## config.mk

```make
export PLATFORM = sky130hd
export DESIGN_NAME = ira_ctrl
export DESIGN_NICKNAME = d
export VERILOG_FILES = /design/src/sv/ira_pkg.sv /design/src/sv/ira_ctrl.sv
export SDC_FILE = /design/constraint.sdc
export NUM_CORES = 1
export LEC_CHECK = 0
export ABC_AREA = 1
export BUFFER_PORTS_ARGS = -buffer_cell sky130_fd_sc_hd__buf_2
export CAP_MARGIN = 20
export CELL_PAD_IN_SITES_DETAIL_PLACEMENT = 1
export CELL_PAD_IN_SITES_GLOBAL_PLACEMENT = 1
export CORE_AREA = 2 2 39 41
export DETAILED_ROUTE_END_ITERATION = 10
export DIE_AREA = 0 0 41 43
export GPL_TIMING_DRIVEN = 0
export PLACE_DENSITY = 0.53
export SETUP_SLACK_MARGIN = 0.4
export SLEW_MARGIN = 20
export SYNTH_ARGS = -nofsm -noshare
export SYNTH_HDL_FRONTEND = slang
export SYNTH_SLANG_ARGS = --single-unit
```

## constraint.sdc

```tcl
create_clock -name clock -period 2.45 [get_ports clock]
set_clock_uncertainty 0.1 [all_clocks]
set_input_delay 0.3675 -clock clock [delete_from_list [all_inputs] [get_ports clock]]
set_output_delay 0.3675 -clock clock [all_outputs]
set_load 0.005 [all_outputs]
```

## src/sv/ira_pkg.sv

```systemverilog
// ----------------------------------------------------------------------------
// ira_pkg - shared types and constants of the index run allocator
// Request modes, status codes and the controller/datapath command types.
// ----------------------------------------------------------------------------
`default_nettype none
package ira_pkg;
   localparam int CAPACITY = 1024;
   localparam int MODE_W = 3;
   localparam int IDX_W  = 10;
   localparam int LEN_W  = 11;
   localparam int ST_W   = 2;

   localparam logic [MODE_W-1:0] MODE_ALLOC     = 3'd0;
   localparam logic [MODE_W-1:0] MODE_FREE      = 3'd1;
   localparam logic [MODE_W-1:0] MODE_ALLOC_RUN = 3'd2;
   localparam logic [MODE_W-1:0] MODE_FREE_RUN  = 3'd3;
   localparam logic [MODE_W-1:0] MODE_CONTAINS  = 3'd4;
   localparam logic [MODE_W-1:0] MODE_CLEAR     = 3'd5;

   localparam logic [ST_W-1:0] ST_OK   = 2'd0;
   localparam logic [ST_W-1:0] ST_FULL = 2'd1;
   localparam logic [ST_W-1:0] ST_BAD  = 2'd2;
   localparam logic [ST_W-1:0] ST_OVF  = 2'd3;

   typedef enum logic [3:0] {
      OP_NONE  = 4'd0,
      OP_START = 4'd1,
      OP_STEP  = 4'd2,
      OP_DONE  = 4'd3
   } op_type;

   typedef struct packed {
      op_type op;
   } cmd_type;

   typedef struct packed {
      logic done;
   } stat_type;
endpackage
`default_nettype wire

```

## src/sv/ira_ctrl.sv

```systemverilog
// ----------------------------------------------------------------------------
// ira_ctrl - request sequencer
// Accepts a request, runs the datapath until done, then holds the response.
// ----------------------------------------------------------------------------
`default_nettype none
module ira_ctrl import ira_pkg::*; (
   input  wire logic     clock,
   input  wire logic     reset,
   input  wire logic     req_valid,
   output logic          req_ready,
   output logic          rsp_valid,
   input  wire logic     rsp_ready,
   output cmd_type       cmd,
   input  wire stat_type stat
);
   typedef enum logic [2:0] {
      S_IDLE = 3'b001,
      S_RUN  = 3'b010,
      S_RESP = 3'b100
   } state_type;

   state_type state_ff, state_in;

   assign req_ready = (state_ff == S_IDLE);
   assign rsp_valid = (state_ff == S_RESP);

   always_comb begin
      state_in = state_ff;
      cmd.op   = OP_NONE;
      case (state_ff)
         S_IDLE: begin
            if (req_valid) begin
               cmd.op   = OP_START;
               state_in = S_RUN;
            end
         end
         S_RUN: begin
            cmd.op = OP_STEP;
            if (stat.done) begin
               state_in = S_RESP;
            end
         end
         S_RESP: begin
            if (rsp_ready) begin
               cmd.op   = OP_DONE;
               state_in = S_IDLE;
            end
         end
         default: state_in = S_IDLE;
      endcase
   end

   always_ff @(posedge clock) begin
      if (reset) begin
         state_ff <= S_IDLE;
      end else begin
         state_ff <= state_in;
      end
   end

`ifndef SYNTH
   a_done_run: assert property (@(posedge clock) disable iff (reset)
      (state_ff == S_RUN && stat.done) |=> rsp_valid) else $error("done lost");
   a_rsp_hold: assert property (@(posedge clock) disable iff (reset)
      (rsp_valid && !rsp_ready) |=> rsp_valid) else $error("rsp dropped");
   a_one_side: assert property (@(posedge clock) disable iff (reset)
      !(req_ready && rsp_valid)) else $error("ready while response pending");
`endif
endmodule
`default_nettype wire

```

==> results.md <==
- Setup WS pre-CTS: 1.01 ns
- Pwr per Cell Area: 601 nW/µm²
- Later-pin clock latency in the skew report: 0.23 ns
- Crit end category: primary output
- Largest register by flop count: state_ff
- Vias: 244
- Die Ht: 43 µm
- Iter 0 DRT Violations: 4
- Largest net degree at the start of global routing: 6
- I/O pins: 11
- Maximum Capacitance Violations: 0
- Sw Pwr: 50.9 µW
- Terminus of the critical flop-to-flop path: state_ff[0]$_SDFFE_PP1P_
- I/O Buffers: 8
- Synthesis Warnings: 0
- R2R cell count: 4
- Placed cell count: 61
- Fillers: 186
- CP Capture Point: cmd[1]
- Synth Area in Compound Gates: 0.0925
- Routed Antenna Nets: 0
- CP required: 1.98 ns
- R2R setup slack: 1.25 ns
- Leakage: 0.196 nW
- Final wirelength: 545 µm
- XOR/XNOR Fraction of Synth Area: 0
- Setup CP Type: register to primary output
- Arrival time worst endpoint: 1.24 ns
- Fmax: 0.587 GHz
- Worst Setup SP: state_ff[1]$_SDFFE_PP0P_
- Reg2Reg Launch Point: state_ff[1]$_SDFFE_PP0P_
- FF/Latch Area: 60.1 µm²
- Setup TNS: 0 ns
- Non-Filler Instances: 65
- Sequential power share: 0.316
- Vias in the first global route: 227
- Global route total overflow: 0
- Final Instance Area: 307 µm²
- Simple logic cell fraction of the synthesized area: 0.387
- Ranking of synthesized cells by area: dfxtp_1 28%, inv_1 16%, nand2_1 14%
- Clock power share: 0.470
- Die X: 41 µm
- FP Rows: 14
- DPL Wire Length: 437 µm
- Pre-antenna DRT Iters: 2
- Worst setup margin: 0.747 ns
- Startpoint types: register
- Int Power: 133 µW
- DR DRC count: 0
- Post-Synth Adder-Cell Area: 0
- Tmin final: 1.70 ns
- Clock sink count: 3
- Final Hold Violating Endpoints: 0
- FF+latch count, synth: 3
- DR WL/cell: 8.38 µm
- Die area: 1760 µm²
- Longest Clk Path Bufs: 2
- Layout cells sized above 1: 0.286
- Peak supply drop: 0.284 mV
- Combinational power share: 0.214
- Most frequent cells in the layout: 9 x inv_1, 8 x nand2_1, 8 x buf_2
- Gpl congestion: 0.692
- Resized Gates After CTS: 0
- Register area share after synthesis: 0.277
- Core area: 1380 µm²
- Switching share of power: 0.277
- Hold-fix buffers at CTS: 0
- Area after DPL: 280 µm²
- Status: complete, no violations
- Total Routing Usage GR: 0.0792
- TritonCTS Buffers: 3
- Clock transition at the registers of the reported paths: 0.04 ns
- Area Overhead vs Synth: 41.6%
- Cell accounting for the most synthesized area: dfxtp_1
- Postcts setup bufs: 0
- Fin crit share: 0.695
- Setup-failing EPs final: 0
- N_diodes: 0
- Largest register FFs: 3
- Worst hold slack: 0.218 ns
- Netlist cell types: 14
- Post-Syn Instances: 36
- Registers with the most flip-flops: state_ff (3)
- Multi-input logic area: 111 µm²
- Max-slew violations: 0
- Most common cell after layout, fill and taps aside: inv_1
- Mapped Area: 216 µm²
- Initial antenna violation count: 0
- Initial Util: 0.156
- Largest family of logic cells by synthesized area: simple AND/OR/NAND/NOR gates
- Syn_area_per_cell: 6.01 µm²
- Crit Path Max Fanout: 4
- Yosys top cell area share: 0.277
- Via-to-Cell Ratio: 3.75
- Nets: 55
- Root Buffer: clkbuf_4
- RSZ-0062 raised after global routing: false
- First-pass GRT wire length: 924 µm
- H-tree levels: 1
- CTS tree: done
- Worst hold path class: input pin to register
- Mux cell area share after synthesis: 0
==> critical path: stages (launching register included) <==
cell     delay (ns)
dfxtp_1        0.39
inv_1          0.08
nor3_1         0.29
inv_1          0.08
nand2_1        0.07
buf_2          0.10
==> area by class of cell <==
class                      count  area share
timing repair buffer           8       0.131
inverter                       9       0.110
buffer                         2      0.0490
sequential                     3       0.196
clock buffer                   4      0.0857
tap                           16      0.0653
multi-input combinational     23       0.363
==> cell usage after synthesis (all sizes together) <==
master  count
inv         9
nand2       8
nor2        4
dfxtp       3
buf         2
nand3       2
nor3        2
a21oi       1
conb        1
nand3b      1
o211ai      1
o21bai      1
or2         1
==> kinds of logic (layout without fill, tap and decap cells) <==
family          Yosys count  count (layout)
buf+inv                  11              23
other cells               1               2
compound gates            3               3
flops                     3               3
simple gates             18              18
==> routing by layer <==
layer	track usage	routed length (µm)	share of wire	up-vias
met5	0	0	0	-
met4	0.0600	0	0	0
met3	0.0314	23	0.042	0
met2	0.106	271	0.50	4
met1	0.0958	250	0.46	111
li1	-	-	-	129
==> metrics by stage <==
stage                     utilization  total power, mW
after global routing            0.222            0.204
after global placement          0.203           0.0981
after detailed placement        0.203           0.0985
final                           0.222            0.184
after CTS                       0.222            0.190
after floorplan                     -           0.0838
==> power by group through the flow <==
stage | registers (mW) | clock network [mW] | logic, mW
after floorplan | 0.0576 | 0 | 0.0262
after global placement | 0.0588 | 0 | 0.0394
after detailed placement | 0.0588 | 0 | 0.0397
after CTS | 0.0582 | 0.0921 | 0.0399
after global routing | 0.0594 | 0.0985 | 0.0457
final | 0.0582 | 0.0865 | 0.0394
==> worst min path at each step <==
| stage | depth (start not counted) | slack (ns) | end | from |
|---|---|---|---|---|
| final | 2 | 0.22 | state_ff[1]$_SDFFE_PP0P_ | reset |
| after global routing | 2 | 0.23 | state_ff[1]$_SDFFE_PP0P_ | reset |
| after CTS | 2 | 0.21 | state_ff[1]$_SDFFE_PP0P_ | reset |
| after detailed placement | 2 | 0.45 | state_ff[1]$_SDFFE_PP0P_ | reset |
| after global placement | 2 | 0.45 | state_ff[1]$_SDFFE_PP0P_ | reset |
| after floorplan | 1 | 0.34 | state_ff[1]$_SDFFE_PP0P_ | reset |
Note: power is estimated with default switching activity, not from simulation.
